**config.mk**
```make
export PLATFORM = sky130hd
export DESIGN_NAME = lmbr_box_update
export DESIGN_NICKNAME = d
export VERILOG_FILES = /design/src/lmbr_pkg.sv /design/src/lmbr_box_update.sv
export SDC_FILE = /design/constraint.sdc
export NUM_CORES = 2
export LEC_CHECK = 0
export BUFFER_PORTS_ARGS = -buffer_cell sky130_fd_sc_hd__buf_4
export CORE_MARGIN = 2
export CORE_UTILIZATION = 44
export DETAILED_ROUTE_END_ITERATION = 8
export GPL_ROUTABILITY_DRIVEN = 0
export PLACE_DENSITY = 0.63
export SETUP_SLACK_MARGIN = 0.02
export SLEW_MARGIN = 25
export SYNTH_ARGS = -nofsm -noshare
export SYNTH_HDL_FRONTEND = slang
export SYNTH_SLANG_ARGS = --single-unit
```
**constraint.sdc**
```tcl
create_clock -name clk_i -period 28.7 [get_ports clk_i]
set_clock_uncertainty 0.1 [all_clocks]
set_input_delay 0 -clock clk_i [delete_from_list [all_inputs] [get_ports clk_i]]
set_output_delay 0 -clock clk_i [all_outputs]
set_load 0.02 [all_outputs]
```
**src/lmbr_pkg.sv**
```systemverilog
`timescale 1ns / 1ps
// ----------------------------------------------------------------------------
// Local map box recenter package
// Shared widths, register indexes, reset values, the link between the move
// distance unit and the box datapath, and the saturation helper.
// ----------------------------------------------------------------------------
package lmbr_pkg;

  localparam int unsigned PosW    = 32;
  localparam int unsigned CubeW   = 24;
  localparam int unsigned RangeW  = 24;
  localparam int unsigned FactorW = 10;
  localparam int unsigned ThrW    = 26;
  localparam int unsigned MovW    = 28;
  localparam int unsigned AddrW   = 4;
  localparam int unsigned DataW   = 32;

  localparam logic [1:0] RegCube   = 2'd0;
  localparam logic [1:0] RegRange  = 2'd1;
  localparam logic [1:0] RegFactor = 2'd2;

  localparam logic [CubeW-1:0]   CubeReset   = 24'd1536000;
  localparam logic [RangeW-1:0]  RangeReset  = 24'd204800;
  localparam logic [FactorW-1:0] FactorReset = 10'd384;

  localparam logic [1:0] AxisX = 2'd0;
  localparam logic [1:0] AxisY = 2'd1;
  localparam logic [1:0] AxisZ = 2'd2;

  typedef struct packed {
    logic                   busy;
    logic [ThrW-1:0]        thr;
    logic signed [MovW-1:0] mov;
  } mov_cfg_t;

  function automatic logic signed [PosW-1:0] sat32(input logic signed [PosW+1:0] v);
    logic signed [PosW+1:0] hi_lim;
    logic signed [PosW+1:0] lo_lim;
    hi_lim = 34'sd2147483647;
    lo_lim = -34'sd2147483648;
    if (v > hi_lim) begin
      return 32'sh7FFF_FFFF;
    end else if (v < lo_lim) begin
      return 32'sh8000_0000;
    end else begin
      return v[PosW-1:0];
    end
  endfunction

endpackage

```
**src/lmbr_box_update.sv**
```systemverilog
`timescale 1ns / 1ps
// ----------------------------------------------------------------------------
// Box update datapath
// Registers one position beat, centres the box on the first valid pose, then tests every axis
// against the box faces, moves the box and parks up to three removal boxes that leave one per beat.
// ----------------------------------------------------------------------------
module lmbr_box_update
  import lmbr_pkg::*;
(
  input  logic                   clk_i,
  input  logic                   rst_ni,
  input  mov_cfg_t               mov_cfg_i,
  input  logic [CubeW-1:0]       cube_i,
  input  logic                   in_valid_i,
  output logic                   in_stall_o,
  input  logic                   pose_valid_i,
  input  logic signed [PosW-1:0] pos_x_i,
  input  logic signed [PosW-1:0] pos_y_i,
  input  logic signed [PosW-1:0] pos_z_i,
  output logic                   out_valid_o,
  input  logic                   out_stall_i,
  output logic [1:0]             axis_o,
  output logic                   toward_high_o,
  output logic signed [PosW-1:0] rm_min_x_o,
  output logic signed [PosW-1:0] rm_min_y_o,
  output logic signed [PosW-1:0] rm_min_z_o,
  output logic signed [PosW-1:0] rm_max_x_o,
  output logic signed [PosW-1:0] rm_max_y_o,
  output logic signed [PosW-1:0] rm_max_z_o,
  output logic                   last_box_o
);

  localparam int unsigned WideW = PosW + 2;

  logic                   in_vld_q;
  logic                   pose_q;
  logic signed [PosW-1:0] pos_q [3];
  logic                   ready_q;
  logic signed [PosW-1:0] lo_q [3];
  logic signed [PosW-1:0] hi_q [3];
  logic [2:0]             pend_q, pend_d;
  logic [2:0]             dir_q;
  logic signed [PosW-1:0] old_lo_q [3];
  logic signed [PosW-1:0] old_hi_q [3];
  logic signed [PosW-1:0] rmv_q [3];

  logic                   accept;
  logic                   fire;
  logic                   drain;
  logic                   out_take;
  logic [1:0]             sel;
  logic [2:0]             hit;
  logic [2:0]             dir;
  logic signed [PosW-1:0] new_lo [3];
  logic signed [PosW-1:0] new_hi [3];
  logic signed [PosW-1:0] init_lo [3];
  logic signed [PosW-1:0] init_hi [3];
  logic signed [WideW-1:0] half_w;
  logic signed [WideW-1:0] rest_w;
  logic signed [WideW-1:0] mov_w;
  logic [WideW-1:0]        thr_w;
  logic signed [PosW-1:0]  rm_min [3];
  logic signed [PosW-1:0]  rm_max [3];

  always_comb begin
    half_w = $signed({11'b0, cube_i[CubeW-1:1]});
    rest_w = $signed({10'b0, cube_i}) - half_w;
    mov_w  = $signed({{(WideW-MovW){mov_cfg_i.mov[MovW-1]}}, mov_cfg_i.mov});
    thr_w  = {8'b0, mov_cfg_i.thr};
    for (int i = 0; i < 3; i++) begin
      logic signed [WideW-1:0] p_w;
      logic signed [WideW-1:0] l_w;
      logic signed [WideW-1:0] h_w;
      logic signed [WideW-1:0] dlo;
      logic signed [WideW-1:0] dhi;
      logic [WideW-1:0]        mlo;
      logic [WideW-1:0]        mhi;
      p_w = {{2{pos_q[i][PosW-1]}}, pos_q[i]};
      l_w = {{2{lo_q[i][PosW-1]}}, lo_q[i]};
      h_w = {{2{hi_q[i][PosW-1]}}, hi_q[i]};
      dlo = p_w - l_w;
      dhi = p_w - h_w;
      mlo = (dlo < 0) ? WideW'(-dlo) : WideW'(dlo);
      mhi = (dhi < 0) ? WideW'(-dhi) : WideW'(dhi);
      init_lo[i] = sat32(p_w - half_w);
      init_hi[i] = sat32(p_w + rest_w);
      hit[i] = 1'b1;
      dir[i] = 1'b0;
      new_lo[i] = lo_q[i];
      new_hi[i] = hi_q[i];
      if (mlo <= thr_w) begin
        new_lo[i] = sat32(l_w - mov_w);
        new_hi[i] = sat32(h_w - mov_w);
      end else if (mhi <= thr_w) begin
        dir[i] = 1'b1;
        new_lo[i] = sat32(l_w + mov_w);
        new_hi[i] = sat32(h_w + mov_w);
      end else begin
        hit[i] = 1'b0;
      end
    end
  end

  always_comb begin
    if (pend_q[0]) begin
      sel = AxisX;
    end else if (pend_q[1]) begin
      sel = AxisY;
    end else begin
      sel = AxisZ;
    end
    for (int i = 0; i < 3; i++) begin
      rm_min[i] = (sel == 2'(i) && !dir_q[i]) ? rmv_q[i] : old_lo_q[i];
      rm_max[i] = (sel == 2'(i) && dir_q[i]) ? rmv_q[i] : old_hi_q[i];
    end
  end

  assign out_valid_o   = |pend_q;
  assign axis_o        = sel;
  assign toward_high_o = dir_q[sel];
  assign last_box_o    = (sel == AxisZ) || (sel == AxisY && !pend_q[2]) ||
                         (sel == AxisX && pend_q[2:1] == 2'b00);
  assign rm_min_x_o    = rm_min[0];
  assign rm_min_y_o    = rm_min[1];
  assign rm_min_z_o    = rm_min[2];
  assign rm_max_x_o    = rm_max[0];
  assign rm_max_y_o    = rm_max[1];
  assign rm_max_z_o    = rm_max[2];

  assign out_take   = out_valid_o && !out_stall_i;
  assign drain      = out_take && last_box_o;
  assign fire       = in_vld_q && ((pend_q == 3'b000) || drain);
  assign in_stall_o = mov_cfg_i.busy || (in_vld_q && !fire);
  assign accept     = in_valid_i && !in_stall_o;

  always_comb begin
    pend_d = pend_q;
    if (out_take) begin
      pend_d[sel] = 1'b0;
    end
    if (fire && pose_q && ready_q) begin
      pend_d = hit;
    end
  end

  always_ff @(posedge clk_i or negedge rst_ni) begin
    if (!rst_ni) begin
      in_vld_q <= 1'b0;
      ready_q  <= 1'b0;
      pend_q   <= 3'b000;
    end else begin
      pend_q <= pend_d;
      if (accept) begin
        in_vld_q <= 1'b1;
      end else if (fire) begin
        in_vld_q <= 1'b0;
      end
      if (fire && pose_q) begin
        ready_q <= 1'b1;
      end
    end
  end

  always_ff @(posedge clk_i or negedge rst_ni) begin
    if (!rst_ni) begin
      for (int i = 0; i < 3; i++) begin
        lo_q[i] <= '0;
        hi_q[i] <= '0;
      end
    end else if (fire && pose_q) begin
      for (int i = 0; i < 3; i++) begin
        lo_q[i] <= ready_q ? new_lo[i] : init_lo[i];
        hi_q[i] <= ready_q ? new_hi[i] : init_hi[i];
      end
    end
  end

  always_ff @(posedge clk_i) begin
    if (accept) begin
      pose_q   <= pose_valid_i;
      pos_q[0] <= pos_x_i;
      pos_q[1] <= pos_y_i;
      pos_q[2] <= pos_z_i;
    end
    if (fire && pose_q && ready_q) begin
      dir_q <= dir;
      for (int i = 0; i < 3; i++) begin
        old_lo_q[i] <= lo_q[i];
        old_hi_q[i] <= hi_q[i];
        rmv_q[i]    <= dir[i] ? new_lo[i] : new_hi[i];
      end
    end
  end

endmodule

```
==> results summary <==
The run finished with clean final reports. STA classifies the critical path startpoint as a flop. The worst setup path is captured at a flop.

The tightest min-delay check is of the in -> reg type. The number of flops mapped to enable cells by yosys is 388. The pre-antenna-repair detailed-routing pass consisted of 9 iterations. The detailed-route wire length per cell is between 20 and 30 um.

For this run, design rule violations remaining after detail routing come to 0. The final setup violation count came out at 0. The instance count on the critical path is 29. The maximum achievable frequency came out at ~110 MHz. The die width came out at 423 um. For this run, the leading register cell type out of synthesis is edfxtp_1. Clock tree synthesis inserted a total of 74 buffers. The number of cells on the worst reg-to-reg path is 29. The static leakage came out at 0.0363 uW. The synthesis-stage register bit count came out at 585. The met3 layer usage reported by global route came out at around 20%. TritonCTS built the clock tree. Port buffering added 377 buffers.

The total wire length is 366,000 um. The cell area power density came out at just over 100 mW/mm2. The residual overflow from global routing is 0.

The setup path with the least slack is of type reg -> reg. The global-route wire length before repair is 515,000 um. The clock sink count is 585. The worst setup path startpoint is hi_q[33]. The xor-xnor portion of the synthesized cell area is roughly 8.3%. The number of distinct standard cells referenced by the synthesized netlist came out at 127. The final net count came out at 11.0k. The share of the clock period used by the worst path came out at 32.2%. The most repeated library cell on the critical path is a21o_1. After floorplanning, the core was sized to cover 0.174 mm2. The clock root buffer is clkbuf_16. The via density per instance is 6.67. For this run, the slowest stage of the critical path takes between 1 and 1.5 ns.

The relative slew slack is roughly 17%. Grouping stages by cell kind, the critical path spends the most delay in compound AO/OA/AOI/OAI gates. The clock reaches the later pin of the worst-skew pair after between 0.7 and 0.8 ns. After routing, the total negative slack on setup checks comes to 0 ns. The final number of max-transition violations came out at 0. Setup repair after global routing left no endpoint under its margin.

The part of the Yosys area used for sequential elements is 21.5%. The startpoint identified for the worst hold timing path is mov_cfg_i[7]. Counting every net in the synthesized netlist gives 10.6k.

Entering global routing, the biggest net connects 139 pins. The y dimension of the die came out at 423 um. In the global route stage, met1 resource usage came out at 50.5%. The total number of vias came out at 81.5k. The via count of the first global-routing pass came to 74.5k. The number of design-rule violations left by the first detailed-router iteration came out at 12.0k. The peak ir drop on the vdd network came out at 0.0439 mV. The startpoint identified for the worst register-to-register timing path is hi_q[33]. The area occupied by multi-input gates came out at 0.0570 mm2.

The floorplan has 153 rows. In this run the worst path has a maximum fanout of 29. The critical path data required time came out at 29.22 ns. The initial core utilization is 44.3%.

The mean instance size in the synthesized netlist is 8.15 um2. The met2 track demand over resource came out at 48.8%. The most repeated cell in the gate-level netlist after synthesis is ha_1. The actual transition at the worst max-transition pin is 1.25 ns. On the critical path, the stage with the largest delay is an instance of inv_1. The share of final-layout standard cells stronger than drive strength 1 came out at 10.3%. The proportion of netlist area held by the largest area contributor came out at between 10% and 20%. The maximum clock path buffer count came out at 3. The total of max-cap violations is 0.

The number of hold violations in the final report came out at 0. In this run the count of I/O pins placed on the die edge is 378. The count of nets left with antenna violations once routing finished came out at 0. The total global routing track utilization came out at 39.0%. The filler cell count came out at ~17k.

Measured against the total synthesized area, the mux share comes to 3.25%. The area enclosed by the die boundary came out at 0.179 mm2. Detailed placement finished with a half-perimeter wire length of 283,000 um. The combined buffer and inverter count along the critical path is 3.

The post-layout minimum cycle time is ~9.2 ns. In the synthesized netlist, the cells that appear most often are ha_1, a21oi_1, nor2_1. The total power is 8820 uW. After synthesis, the largest family of logic cells by area is compound AO/OA/AOI/OAI gates. Yosys attributes the largest share of cell area to edfxtp_1, ha_1, dfrtp_1.

The clock-pin slew of the registers on the worst-case setup and hold paths came out at ~0.070 ns. The library cell with the largest summed area after synthesis is edfxtp_1. The warning count from the yosys run is 0. The data arrival time of the worst path came out at 9.75 ns. The fraction of synthesis flops using an asynchronous set or reset pin is between 30 and 40%.

The adder-cell share of the synthesized area is 16.1%. In the final layout, flip-flops and latches occupy 0.0166 mm2. The layout-stage area growth over the synthesis result is 12.6%. The H-tree depth is 3.

The number of cells on the worst hold path is 6. The synthesized-area fraction occupied by and/or/nand/nor cells came out at 16.0%. The post-synthesis instance area is 0.0773 mm2.

The cell count after synthesis came out at 9,479. The complex-gate fraction of the synthesized area came out at 29.7%. The most utilized layer in the global route result is met1. The initial antenna violation count came out at 17.
[power by group]
| group | switching [uW] | leakage, uW | internal, uW |
|---|---|---|---|
| Clock | 447 | 0.00124 | 594 |
| Sequential | 286 | 0.00558 | 1100 |
| Combinational | 4040 | 0.0295 | 2360 |
| Total | 4780 | 0.0363 | 4050 |
[registers in the layout, indices dropped and copies added (netlist names)]
register  count
pos_q        96
hi_q         96
lo_q         96
pend_q        3
dir_q         3
ready_q       1
rmv_q        96
old_hi_q     96
pose_q        1
in_vld_q      1
old_lo_q     96
[path summary, 6_finish.rpt]
kind	end	slack, ns
max	lo_q[57]	19.47
max reg2reg	lo_q[57]	19.47
min in group asynchronous	in_vld_q	0.44
max in group asynchronous	hi_q[72]	27.13
min reg2reg	old_lo_q[0][20]	0.44
min	hi_q[40]	0.06
[metrics by stage]
| step | instance area, um2 | utilization [%] | hold slack (ns) | setup WS, ns | cells |
|---|---|---|---|---|---|
| 2_1_floorplan | 77300 | - | -0.396 | 17.51 | 9479 |
| 3_3_place_gp | 82200 | 47.2 | 0.00540 | 19.98 | 11900 |
| 3_5_place_dp | 82300 | 47.2 | 0.00596 | 19.94 | 11900 |
| 4_1_cts | 86900 | 49.9 | 0.0106 | 19.90 | 12200 |
| 5_1_grt | 87000 | 49.9 | 0.0493 | 19.10 | 12200 |
| 6_report | 87000 | 49.9 | 0.0630 | 19.47 | 12200 |
[timing repair]
action,4_1_cts,5_1_grt
endpoints found under the hold margin,223,0
hold buffers,205,0
setup endpoints to repair,0,0
setup buffers,0,0
resized for setup,0,0
[layer usage]
metal	vias up	wire length, um
met4	12	30200
met3	989	64800
met1	38500	140000
met5	-	75
li1	36200	-
met2	5736	131000
[kinds of logic (layout without fill, tap and decap cells)]
kind of cell,after synthesis,in the layout
adders and majority gates,988,988
and+or+nand+nor,2481,2481
other,0,14
AOI/OAI and AO/OA,3455,3455
DFF,585,585
buffers and inverters,1008,1412
muxes,226,226
xor gates and xnor gates,736,736
[area by class of cell]
class	count	share of cell area, %
clock inverters	46	0.644
multi-input cells	7886	65.5
well taps	2325	3.34
diodes	14	0.0403
clock buffers	91	2.31
repair buffers	688	6.58
flip-flops and latches	585	19.1
inverters	587	2.54
[cell usage in the layout, fill, tap and decap left out, types with 196 or more instances in the layout]
master,instances
xnor2_1,526
a21oi_1,902
buf_4,479
dlygate4sd3_1,204
nand2_1,546
inv_1,584
a21o_1,335
nor2_1,697
mux2_2,201
nor3_1,215
edfxtp_1,388
ha_1,930
dfrtp_1,196
xor2_1,206
o21ai_0,670
[worst reg2reg max path: cells and delay by family (launching register included)]
family,cells,cell delay [ns]
flip-flops,1,0.76
AND/OR/NAND/NOR,9,2.54
XOR/XNOR,2,0.39
adder cells (fa/ha/maj),2,0.62
buffers and inverters,3,1.50
AO/OA/AOI/OAI,13,3.19
(Power assumes the default switching activity.)
